`config.mk`:
```
export PLATFORM = sky130hd
export DESIGN_NAME = round_robin_slot_allocator
export DESIGN_NICKNAME = d
export VERILOG_FILES = /design/src/sv/rrsa_pkg.sv /design/src/sv/rrsa_slot_table.sv /design/src/sv/rrsa_ctrl.sv /design/src/sv/round_robin_slot_allocator.sv
export VERILOG_INCLUDE_DIRS = /design/src /design/src/sv
export SDC_FILE = /design/constraint.sdc
export NUM_CORES = 1
export LEC_CHECK = 0
export BUFFER_PORTS_ARGS = -buffer_cell sky130_fd_sc_hd__buf_2
export CORE_ASPECT_RATIO = 2
export CORE_MARGIN = 4
export CORE_UTILIZATION = 40
export CTS_BUF_LIST = sky130_fd_sc_hd__clkbuf_8
export DETAILED_ROUTE_END_ITERATION = 7
export PLACE_DENSITY = 0.56
export SYNTH_ARGS = -nofsm -noshare
export SYNTH_HDL_FRONTEND = slang
export SYNTH_HIERARCHICAL = 1
export SYNTH_SLANG_ARGS = --single-unit
```
`constraint.sdc`:
```
create_clock -name aclk -period 6.2 [get_ports aclk]
set_input_delay 0.31 -clock aclk [delete_from_list [all_inputs] [get_ports aclk]]
set_output_delay 0.31 -clock aclk [all_outputs]
set_load 0.03 [all_outputs]
```
`src/sv/round_robin_slot_allocator_macros.svh`:
```
// Assertion macros for the round-robin slot allocator.
`ifndef ROUND_ROBIN_SLOT_ALLOCATOR_MACROS_SVH
`define ROUND_ROBIN_SLOT_ALLOCATOR_MACROS_SVH

// Same-cycle implication, sampled on clk, off while reset is low.
`define RRSA_ASSERT_SAME(label, clk, rst_n, ante, cons) \
    label: assert property (@(posedge clk) disable iff (!rst_n) (ante) |-> (cons)) \
        else $error("rrsa assertion failed");

// Next-cycle implication, sampled on clk, off while reset is low.
`define RRSA_ASSERT_NEXT(label, clk, rst_n, ante, cons) \
    label: assert property (@(posedge clk) disable iff (!rst_n) (ante) |=> (cons)) \
        else $error("rrsa assertion failed");

`endif

```
`src/sv/rrsa_pkg.sv`:
```
// Shared types and constants of the round-robin slot allocator.
package rrsa_pkg;

    localparam int SLOT_W = 6;
    localparam int CNT_W  = 7;

    localparam logic [1:0] MODE_GET     = 2'd0;
    localparam logic [1:0] MODE_DEACT   = 2'd1;
    localparam logic [1:0] MODE_DESTROY = 2'd2;

    localparam logic [CNT_W-1:0] SLOT_COUNT_RESET = 7'd64;

    typedef enum logic [1:0] {
        ST_IDLE,
        ST_SCAN,
        ST_COMMIT,
        ST_REPLY
    } state_t;

    typedef enum logic [2:0] {
        OP_NONE,
        OP_GRANT_NEW,
        OP_GRANT_EVICT,
        OP_DEACT,
        OP_DESTROY
    } op_t;

    typedef struct packed {
        op_t              op;
        logic [SLOT_W-1:0] idx;
    } tbl_cmd_t;

    typedef struct packed {
        logic used;
        logic active;
    } slot_bits_t;

    typedef struct packed {
        logic [SLOT_W-1:0] granted;
        logic              evicted;
        logic              full;
    } reply_t;

endpackage

```
`src/sv/rrsa_slot_table.sv`:
```
// Per-slot used and active flags with their population counts.
module rrsa_slot_table #(
    parameter int CAP = 64
) (
    input  logic                         aclk,
    input  logic                         aresetn,
    input  logic [rrsa_pkg::SLOT_W-1:0]  rd_addr,
    output rrsa_pkg::slot_bits_t         rd_bits,
    input  rrsa_pkg::tbl_cmd_t           cmd,
    output logic [rrsa_pkg::CNT_W-1:0]   active_total,
    output logic [rrsa_pkg::CNT_W-1:0]   used_total
);

    localparam int IDX_W = $clog2(CAP);

    logic [CAP-1:0]              used_reg, used_next;
    logic [CAP-1:0]              active_reg, active_next;
    logic [rrsa_pkg::CNT_W-1:0]  act_tot_reg, act_tot_next;
    logic [rrsa_pkg::CNT_W-1:0]  use_tot_reg, use_tot_next;
    logic [IDX_W-1:0]            ra;
    logic [IDX_W-1:0]            wa;

    assign ra = rd_addr[IDX_W-1:0];
    assign wa = cmd.idx[IDX_W-1:0];

    assign rd_bits.used   = used_reg[ra];
    assign rd_bits.active = active_reg[ra];

    always_comb begin
        used_next    = used_reg;
        active_next  = active_reg;
        act_tot_next = act_tot_reg;
        use_tot_next = use_tot_reg;
        case (cmd.op)
            rrsa_pkg::OP_GRANT_NEW: begin
                used_next[wa] = 1'b1;
                use_tot_next  = use_tot_reg + 7'd1;
                if (!active_reg[wa]) begin
                    active_next[wa] = 1'b1;
                    act_tot_next    = act_tot_reg + 7'd1;
                end
            end
            rrsa_pkg::OP_GRANT_EVICT: begin
                active_next[wa] = 1'b1;
                act_tot_next    = act_tot_reg + 7'd1;
            end
            rrsa_pkg::OP_DEACT, rrsa_pkg::OP_DESTROY: begin
                if (active_reg[wa]) begin
                    active_next[wa] = 1'b0;
                    act_tot_next    = act_tot_reg - 7'd1;
                end
                if (cmd.op == rrsa_pkg::OP_DESTROY && used_reg[wa]) begin
                    used_next[wa] = 1'b0;
                    use_tot_next  = use_tot_reg - 7'd1;
                end
            end
            default: begin
            end
        endcase
    end

    always_ff @(posedge aclk) begin
        if (!aresetn) begin
            used_reg    <= '0;
            active_reg  <= '0;
            act_tot_reg <= '0;
            use_tot_reg <= '0;
        end else begin
            used_reg    <= used_next;
            active_reg  <= active_next;
            act_tot_reg <= act_tot_next;
            use_tot_reg <= use_tot_next;
        end
    end

    assign active_total = act_tot_reg;
    assign used_total   = use_tot_reg;

endmodule

```
`src/sv/rrsa_ctrl.sv`:
```
// Sequencer: one slot examined per cycle from the rotating pointer, then commit.
module rrsa_ctrl (
    input  logic                         aclk,
    input  logic                         aresetn,
    input  logic                         in_valid,
    output logic                         in_ready,
    input  logic [1:0]                   in_mode,
    input  logic [rrsa_pkg::SLOT_W-1:0]  in_index,
    input  logic [rrsa_pkg::CNT_W-1:0]   pool_n,
    output logic [rrsa_pkg::SLOT_W-1:0]  rd_addr,
    input  rrsa_pkg::slot_bits_t         rd_bits,
    output rrsa_pkg::tbl_cmd_t           cmd,
    output logic                         reply_valid,
    input  logic                         reply_ready,
    output rrsa_pkg::reply_t             reply
);

    rrsa_pkg::state_t            state_reg, state_next;
    logic [1:0]                  mode_reg, mode_next;
    logic [rrsa_pkg::SLOT_W-1:0] idx_reg, idx_next;
    logic [rrsa_pkg::CNT_W-1:0]  n_reg, n_next;
    logic [rrsa_pkg::SLOT_W-1:0] pos_reg, pos_next;
    logic [rrsa_pkg::CNT_W-1:0]  cnt_reg, cnt_next;
    logic [rrsa_pkg::SLOT_W-1:0] ptr_reg, ptr_next;
    logic                        hit_new_reg, hit_new_next;
    logic                        hit_old_reg, hit_old_next;
    logic [rrsa_pkg::SLOT_W-1:0] pick_reg, pick_next;
    logic [rrsa_pkg::SLOT_W-1:0] old_reg, old_next;
    rrsa_pkg::reply_t            reply_reg, reply_next;

    logic                        accept;
    logic                        is_get;
    logic                        last_slot;
    logic                        in_range;
    logic [rrsa_pkg::SLOT_W-1:0] pos_wrap;
    logic [rrsa_pkg::SLOT_W-1:0] win;
    logic [rrsa_pkg::SLOT_W-1:0] win_wrap;

    assign accept    = in_valid && in_ready;
    assign is_get    = (in_mode == rrsa_pkg::MODE_GET);
    assign last_slot = ((cnt_reg + 7'd1) == n_reg);
    assign in_range  = ({1'b0, idx_reg} < n_reg);
    assign pos_wrap  = (({1'b0, pos_reg} + 7'd1) == n_reg) ? '0 : pos_reg + 6'd1;
    assign win       = hit_new_reg ? pick_reg : old_reg;
    assign win_wrap  = (({1'b0, win} + 7'd1) == n_reg) ? '0 : win + 6'd1;

    // next state
    always_comb begin
        state_next = state_reg;
        case (state_reg)
            rrsa_pkg::ST_IDLE: begin
                if (accept) begin
                    state_next = is_get ? rrsa_pkg::ST_SCAN : rrsa_pkg::ST_COMMIT;
                end
            end
            rrsa_pkg::ST_SCAN: begin
                if (!rd_bits.used || last_slot) begin
                    state_next = rrsa_pkg::ST_COMMIT;
                end
            end
            rrsa_pkg::ST_COMMIT: state_next = rrsa_pkg::ST_REPLY;
            rrsa_pkg::ST_REPLY: begin
                if (reply_ready) begin
                    state_next = rrsa_pkg::ST_IDLE;
                end
            end
            default: state_next = rrsa_pkg::ST_IDLE;
        endcase
    end

    // outputs
    always_comb begin
        in_ready    = 1'b0;
        reply_valid = 1'b0;
        rd_addr     = pos_reg;
        cmd.op      = rrsa_pkg::OP_NONE;
        cmd.idx     = win;
        case (state_reg)
            rrsa_pkg::ST_IDLE: in_ready = 1'b1;
            rrsa_pkg::ST_SCAN: rd_addr = pos_reg;
            rrsa_pkg::ST_COMMIT: begin
                if (mode_reg == rrsa_pkg::MODE_GET) begin
                    if (hit_new_reg) begin
                        cmd.op = rrsa_pkg::OP_GRANT_NEW;
                    end else if (hit_old_reg) begin
                        cmd.op = rrsa_pkg::OP_GRANT_EVICT;
                    end
                end else if (in_range) begin
                    cmd.idx = idx_reg;
                    if (mode_reg == rrsa_pkg::MODE_DEACT) begin
                        cmd.op = rrsa_pkg::OP_DEACT;
                    end else if (mode_reg == rrsa_pkg::MODE_DESTROY) begin
                        cmd.op = rrsa_pkg::OP_DESTROY;
                    end
                end
            end
            rrsa_pkg::ST_REPLY: reply_valid = 1'b1;
            default: begin
            end
        endcase
    end

    // datapath
    always_comb begin
        mode_next    = mode_reg;
        idx_next     = idx_reg;
        n_next       = n_reg;
        pos_next     = pos_reg;
        cnt_next     = cnt_reg;
        ptr_next     = ptr_reg;
        hit_new_next = hit_new_reg;
        hit_old_next = hit_old_reg;
        pick_next    = pick_reg;
        old_next     = old_reg;
        reply_next   = reply_reg;
        case (state_reg)
            rrsa_pkg::ST_IDLE: begin
                if (accept) begin
                    mode_next    = in_mode;
                    idx_next     = in_index;
                    n_next       = pool_n;
                    pos_next     = ({1'b0, ptr_reg} < pool_n) ? ptr_reg : '0;
                    cnt_next     = '0;
                    hit_new_next = 1'b0;
                    hit_old_next = 1'b0;
                    reply_next   = '0;
                end
            end
            rrsa_pkg::ST_SCAN: begin
                if (!rd_bits.used) begin
                    hit_new_next = 1'b1;
                    pick_next    = pos_reg;
                end else begin
                    if (!rd_bits.active && !hit_old_reg) begin
                        hit_old_next = 1'b1;
                        old_next     = pos_reg;
                    end
                    pos_next = pos_wrap;
                    cnt_next = cnt_reg + 7'd1;
                end
            end
            rrsa_pkg::ST_COMMIT: begin
                if (mode_reg == rrsa_pkg::MODE_GET) begin
                    if (hit_new_reg || hit_old_reg) begin
                        reply_next.granted = win;
                        reply_next.evicted = !hit_new_reg;
                        ptr_next           = win_wrap;
                    end else begin
                        reply_next.full = 1'b1;
                    end
                end
            end
            default: begin
            end
        endcase
    end

    always_ff @(posedge aclk) begin
        if (!aresetn) begin
            state_reg <= rrsa_pkg::ST_IDLE;
            ptr_reg   <= '0;
        end else begin
            state_reg <= state_next;
            ptr_reg   <= ptr_next;
        end
    end

    always_ff @(posedge aclk) begin
        mode_reg    <= mode_next;
        idx_reg     <= idx_next;
        n_reg       <= n_next;
        pos_reg     <= pos_next;
        cnt_reg     <= cnt_next;
        hit_new_reg <= hit_new_next;
        hit_old_reg <= hit_old_next;
        pick_reg    <= pick_next;
        old_reg     <= old_next;
        reply_reg   <= reply_next;
    end

    assign reply = reply_reg;

endmodule

```
`src/sv/round_robin_slot_allocator.sv`:
```
// Top level of the round-robin slot allocator: config register, table and sequencer.
// Usage:
//   s_valid/s_ready carry one request beat: s_mode (get, deactivate, destroy)
//   and s_slot_index. m_valid/m_ready return one result beat per request
//   with the granted slot, eviction and pool-full flags, and both counts.
//   cfg_valid/cfg_ready writes slot_count (pool size, wraps the search);
//   write it only while no request is outstanding. cfg_ready is always high.
// Sequence:
//   A get examines one slot per cycle from the rotating pointer through the
//   slot table read port, stopping at the first never-used slot or after all n
//   slots of the pool, then commits and returns its result. Deactivate and
//   destroy skip the scan and go straight to commit and result.
//   One request is in flight at a time; s_ready is low from accept until the
//   result beat is taken.
// Reset: all slot flags, counts and the pointer clear; slot_count becomes 64.
// Stall: while m_ready is low the result is held and no request is taken.
module round_robin_slot_allocator #(
    parameter int MAX_SLOTS = 64
) (
    input  logic                         aclk,
    input  logic                         aresetn,
    input  logic                         s_valid,
    output logic                         s_ready,
    input  logic [1:0]                   s_mode,
    input  logic [rrsa_pkg::SLOT_W-1:0]  s_slot_index,
    output logic                         m_valid,
    input  logic                         m_ready,
    output logic [rrsa_pkg::SLOT_W-1:0]  m_granted_slot,
    output logic                         m_evicted,
    output logic                         m_full_res,
    output logic [rrsa_pkg::CNT_W-1:0]   m_active_count,
    output logic [rrsa_pkg::CNT_W-1:0]   m_used_count,
    input  logic                         cfg_valid,
    output logic                         cfg_ready,
    input  logic [rrsa_pkg::CNT_W-1:0]   cfg_data
);

    `include "round_robin_slot_allocator_macros.svh"

    localparam int CAP = (MAX_SLOTS < 64) ? MAX_SLOTS : 64;
    localparam logic [rrsa_pkg::CNT_W-1:0] CAP_N = rrsa_pkg::CNT_W'(CAP);

    logic [rrsa_pkg::CNT_W-1:0]  slot_count_reg;
    logic [rrsa_pkg::CNT_W-1:0]  pool_n;
    logic [rrsa_pkg::SLOT_W-1:0] rd_addr;
    rrsa_pkg::slot_bits_t        rd_bits;
    rrsa_pkg::tbl_cmd_t          cmd;
    rrsa_pkg::reply_t            reply;
    logic [rrsa_pkg::CNT_W-1:0]  active_total;
    logic [rrsa_pkg::CNT_W-1:0]  used_total;

    assign cfg_ready = 1'b1;

    always_ff @(posedge aclk) begin
        if (!aresetn) begin
            slot_count_reg <= rrsa_pkg::SLOT_COUNT_RESET;
        end else if (cfg_valid) begin
            slot_count_reg <= cfg_data;
        end
    end

    always_comb begin
        pool_n = slot_count_reg;
        if (slot_count_reg == '0) begin
            pool_n = 7'd1;
        end else if (slot_count_reg > CAP_N) begin
            pool_n = CAP_N;
        end
    end

    rrsa_slot_table #(
        .CAP(CAP)
    ) u_table (
        .aclk         (aclk),
        .aresetn      (aresetn),
        .rd_addr      (rd_addr),
        .rd_bits      (rd_bits),
        .cmd          (cmd),
        .active_total (active_total),
        .used_total   (used_total)
    );

    rrsa_ctrl u_ctrl (
        .aclk        (aclk),
        .aresetn     (aresetn),
        .in_valid    (s_valid),
        .in_ready    (s_ready),
        .in_mode     (s_mode),
        .in_index    (s_slot_index),
        .pool_n      (pool_n),
        .rd_addr     (rd_addr),
        .rd_bits     (rd_bits),
        .cmd         (cmd),
        .reply_valid (m_valid),
        .reply_ready (m_ready),
        .reply       (reply)
    );

    assign m_granted_slot = reply.granted;
    assign m_evicted      = reply.evicted;
    assign m_full_res     = reply.full;
    assign m_active_count = active_total;
    assign m_used_count   = used_total;

    `RRSA_ASSERT_SAME(a_full_grants_nothing, aclk, aresetn, m_valid && m_full_res,
        m_granted_slot == '0 && !m_evicted)
    `RRSA_ASSERT_SAME(a_active_le_used, aclk, aresetn, 1'b1,
        active_total <= used_total)
    `RRSA_ASSERT_NEXT(a_one_in_flight, aclk, aresetn, s_valid && s_ready,
        !s_ready)
    `RRSA_ASSERT_SAME(a_no_overlap, aclk, aresetn, m_valid, !s_ready)

endmodule
```
==> impl_metrics.py <==
metrics = {
    "power": {
        "total_power_uw": 5120,
        "power.leakage_uw": 0.00472,
        "powerDensity_nw_per_um2": 391,
        "irDropWorstVdd_uv": 210,
    },
    "clock_tree": {
        "clkTransAtPathRegs_ns": 0.07,
        "cts_tree": "done",
        "ctsResizeCount": 0,
        "clk_root_buffer_cell": "clkbuf_8",
        "clk_latency_ns": 0.60,
        "cts.sink_count": 207,
        "clockBufferDepth": 3,
        "h-tree-depth": 1,
        "cts_buffers": 31,
    },
    "routing": {
        "wl_mm": 38.2,
        "wl_per_cell_microns": 24.0,
        "vias": 9809,
        "vias_per_cell": 6.15,
        "drcViolationCount": 0,
        "first_iter_violations": 727,
        "first_pass_iters": 7,
        "postRouteAntennaNets": 0,
    },
    "logic_synthesis": {
        "ys_seq_elements": 207,
        "synthArstFlopShare_pct": 0,
        "netlist.area_leader.share_pct": 27.1,
        "synth_edf_count": 50,
        "yosys_most_used_dff": "dfxtp_1",
        "yosysSeqAreaShare_pct": 40.1,
        "ys_types": 72,
        "yosysWarnings": 6,
        "synthesis.nets": 1225,
        "yosysTopAreaCell": "dfxtp_1",
        "synthCells": 1176,
        "synth_area_sq_um": 11600,
        "synth_common_cells": "157 x dfxtp_1, 143 x o21ai_0, 129 x o211ai_1, 101 x nand2_1, 58 x clkbuf_1",
        "yosysMostFrequentCell": "dfxtp_1",
        "synth_area_leaders": "dfxtp_1 27%, edfxtp_1 13%, mux4_2 9.5%",
        "syn_area_per_cell_sq_um": 9.85,
    },
    "floorplanning": {
        "die_x_microns": 128,
        "row_count": 87,
        "initial_utilization_pct": 40.8,
        "die_y_microns": 249,
        "die_area_sq_um": 31900,
        "io_pins": 45,
        "core_sq_um": 28400,
    },
    "cells_and_area": {
        "fin_area_sq_um": 13100,
        "drive_above_1_share_pct": 17.3,
        "syn_to_final_growth_pct": 12.8,
        "fin_nets": 1264,
        "fill_cells": 2718,
    },
    "critical_path": {
        "cp-end-kind": "flip-flop",
        "crit_required_ns": 6.71,
        "cp.arrival_ns": 5.77,
        "crit_type": "flip-flop to flip-flop",
        "start_kind": "flip-flop",
        "cp_max_fo": 36,
    },
    "timing": {
        "finalCriticalPeriod_ns": 5.25,
        "setup_viol": 0,
        "final-hold-violation-count": 0,
        "setup_tns_ns": 0,
        "final_max_slew_viol_count": 0,
        "slew_headroom_pct": 24.2,
        "worst_slew_pin_slew_ns": 1.14,
        "rsz0062_at_grt": "false",
        "fin_skew_ns": 0.0238,
        "min_period_over_period_pct": 84.7,
        "fmax_ghz": 0.190,
        "fin_hold_ws_ns": 0.101,
    },
    "grt": {
        "gr-usage-all-layers_pct": 23.6,
        "grt_pass1_vias": 9881,
        "grt_max_degree": 65,
        "antenna_found_initial": 1,
        "grt_overflow": 0,
        "grt_pass1_wl_mm": 58.4,
    },
    "place": {
        "io_buffers": 43,
        "dpl_cell_area_sq_um": 12300,
        "dp_hpwl_mm": 27.0,
        "routabilityCongestion": 0.939,
    },
    "run": {
        "maxCapViolCount": 0,
    },
    "hold_path": {
        "hold_class": "input port to flip-flop",
    },
    "outcome": {
        "status": "finished, final reports clean",
    },
}
[final cells by class]
| type | count | area (sq um) | area share [%] |
|---|---|---|---|
| Sequential cell | 207 | 4640 | 35.5 |
| Multi-Input combinational cell | 841 | 6450 | 49.3 |
| Tap cell | 356 | 445 | 3.41 |
| Clock buffer | 39 | 537 | 4.11 |
| Antenna cell | 1 | 2.50 | 0.0191 |
| Timing Repair Buffer | 102 | 748 | 5.72 |
| Inverter | 32 | 120 | 0.919 |
| Clock inverter | 18 | 129 | 0.986 |
[repair_timing]
action | CTS | global route
buffers inserted | 0 | 0
hold buffers | 15 | 0
endpoints found under the hold margin | 15 | 0
[per-layer routing]
layer | wire length [microns] | track usage, % | up-vias | share of wire (%)
met2 | 20100 | 42.2 | 340 | 53
met3 | 1770 | 3.07 | 146 | 4.6
met4 | 3500 | 18.6 | 0 | 9.1
met5 | 0 | 0 | - | 0
met1 | 12900 | 24.0 | 4773 | 34
li1 | - | - | 4550 | -
[kinds of logic (layout without fill, tap and decap cells)]
family / count (synthesis) / in the layout / share of synthesized area [%]
AOI/OAI and AO/OA: 412 / 412 / 23.7
and+or+nand+nor: 265 / 265 / 11.5
DFF: 207 / 207 / 40.1
buffers and inverters: 128 / 191 / 4.54
muxes: 96 / 96 / 13.8
xor gates and xnor gates: 38 / 38 / 3.11
adders and majority gates: 29 / 29 / 3.26
other: 1 / 2 / 0.0324
[cell usage in the layout, fill, tap and decap left out, types with 5 or more instances in the layout]
master,Yosys,final
a21o_1,10,10
o21ai_0,143,142
nand3_1,17,17
xor2_1,11,11
a22oi_1,13,13
dfxtp_1,157,157
o21ai_1,9,9
and2_1,8,8
inv_1,30,41
nor2b_1,23,23
ha_1,27,27
a221oi_1,8,8
mux2_2,15,15
buf_4,2,41
a211oi_1,7,7
o221ai_1,5,5
dlygate4sd3_1,0,15
a22o_1,13,13
nand2b_1,14,14
o211ai_1,129,129
nand3b_1,6,6
and3_1,17,17
mux4_2,49,49
xnor2_1,25,25
nand2_1,101,100
clkbuf_8,0,39
a21oi_1,27,27
mux2i_1,31,30
nor3_1,9,8
nor2_1,36,36
and3b_1,8,8
edfxtp_1,50,50
buf_2,18,42
nor3b_1,9,9
[worst paths after layout]
path / start / endpoint / slack (ns) / cells past startpoint
worst max-delay path: u_ctrl/n_reg[1]$_DFFE_PP_ / flip-flop / 0.95 / 16
worst min-delay path: cfg_valid / slot_count_reg[6]$_SDFFE_PN1P_ / 0.10 / 3
worst max register to register: u_ctrl/n_reg[1]$_DFFE_PP_ / flip-flop / 0.95 / 16
worst min register to register: u_table/used_total[6]$_SDFFE_PN0P_ / u_table/used_total[6]$_SDFFE_PN0P_ / 0.47 / 2
[power breakdown]
group | leakage, uW | internal, uW | switching (uW) | total, uW
clock network | 0.000383 | 648 | 558 | 1210
registers | 0.00175 | 1590 | 171 | 1760
logic | 0.00258 | 727 | 1420 | 2150
total | 0.00472 | 2960 | 2150 | 5120
[worst max-delay path, stage by stage, from the launching register on]
cell	delay [ns]
edfxtp_1	0.49
inv_1	0.10
ha_1	0.23
a21o_1	0.16
a21oi_1	0.17
o21a_1	0.18
o221a_2	0.33
mux2_2	0.79
mux4_2	0.60
mux2_2	0.28
a22oi_1	0.22
o41ai_1	0.22
or4_1	0.57
nand2_2	0.29
buf_12	0.23
o211ai_1	0.13
o21ai_0	0.12
[per-stage QoR]
stage,utilization (%),worst slack [ns],std cells
2_1_floorplan,-,1.89,1176
3_3_place_gp,43.1,1.09,1523
3_5_place_dp,43.1,1.03,1523
4_1_cts,46.0,0.978,1595
5_1_grt,46.0,0.643,1596
6_report,46.0,0.949,1596
No activity file was read; power rests on OpenSTA's default activity.
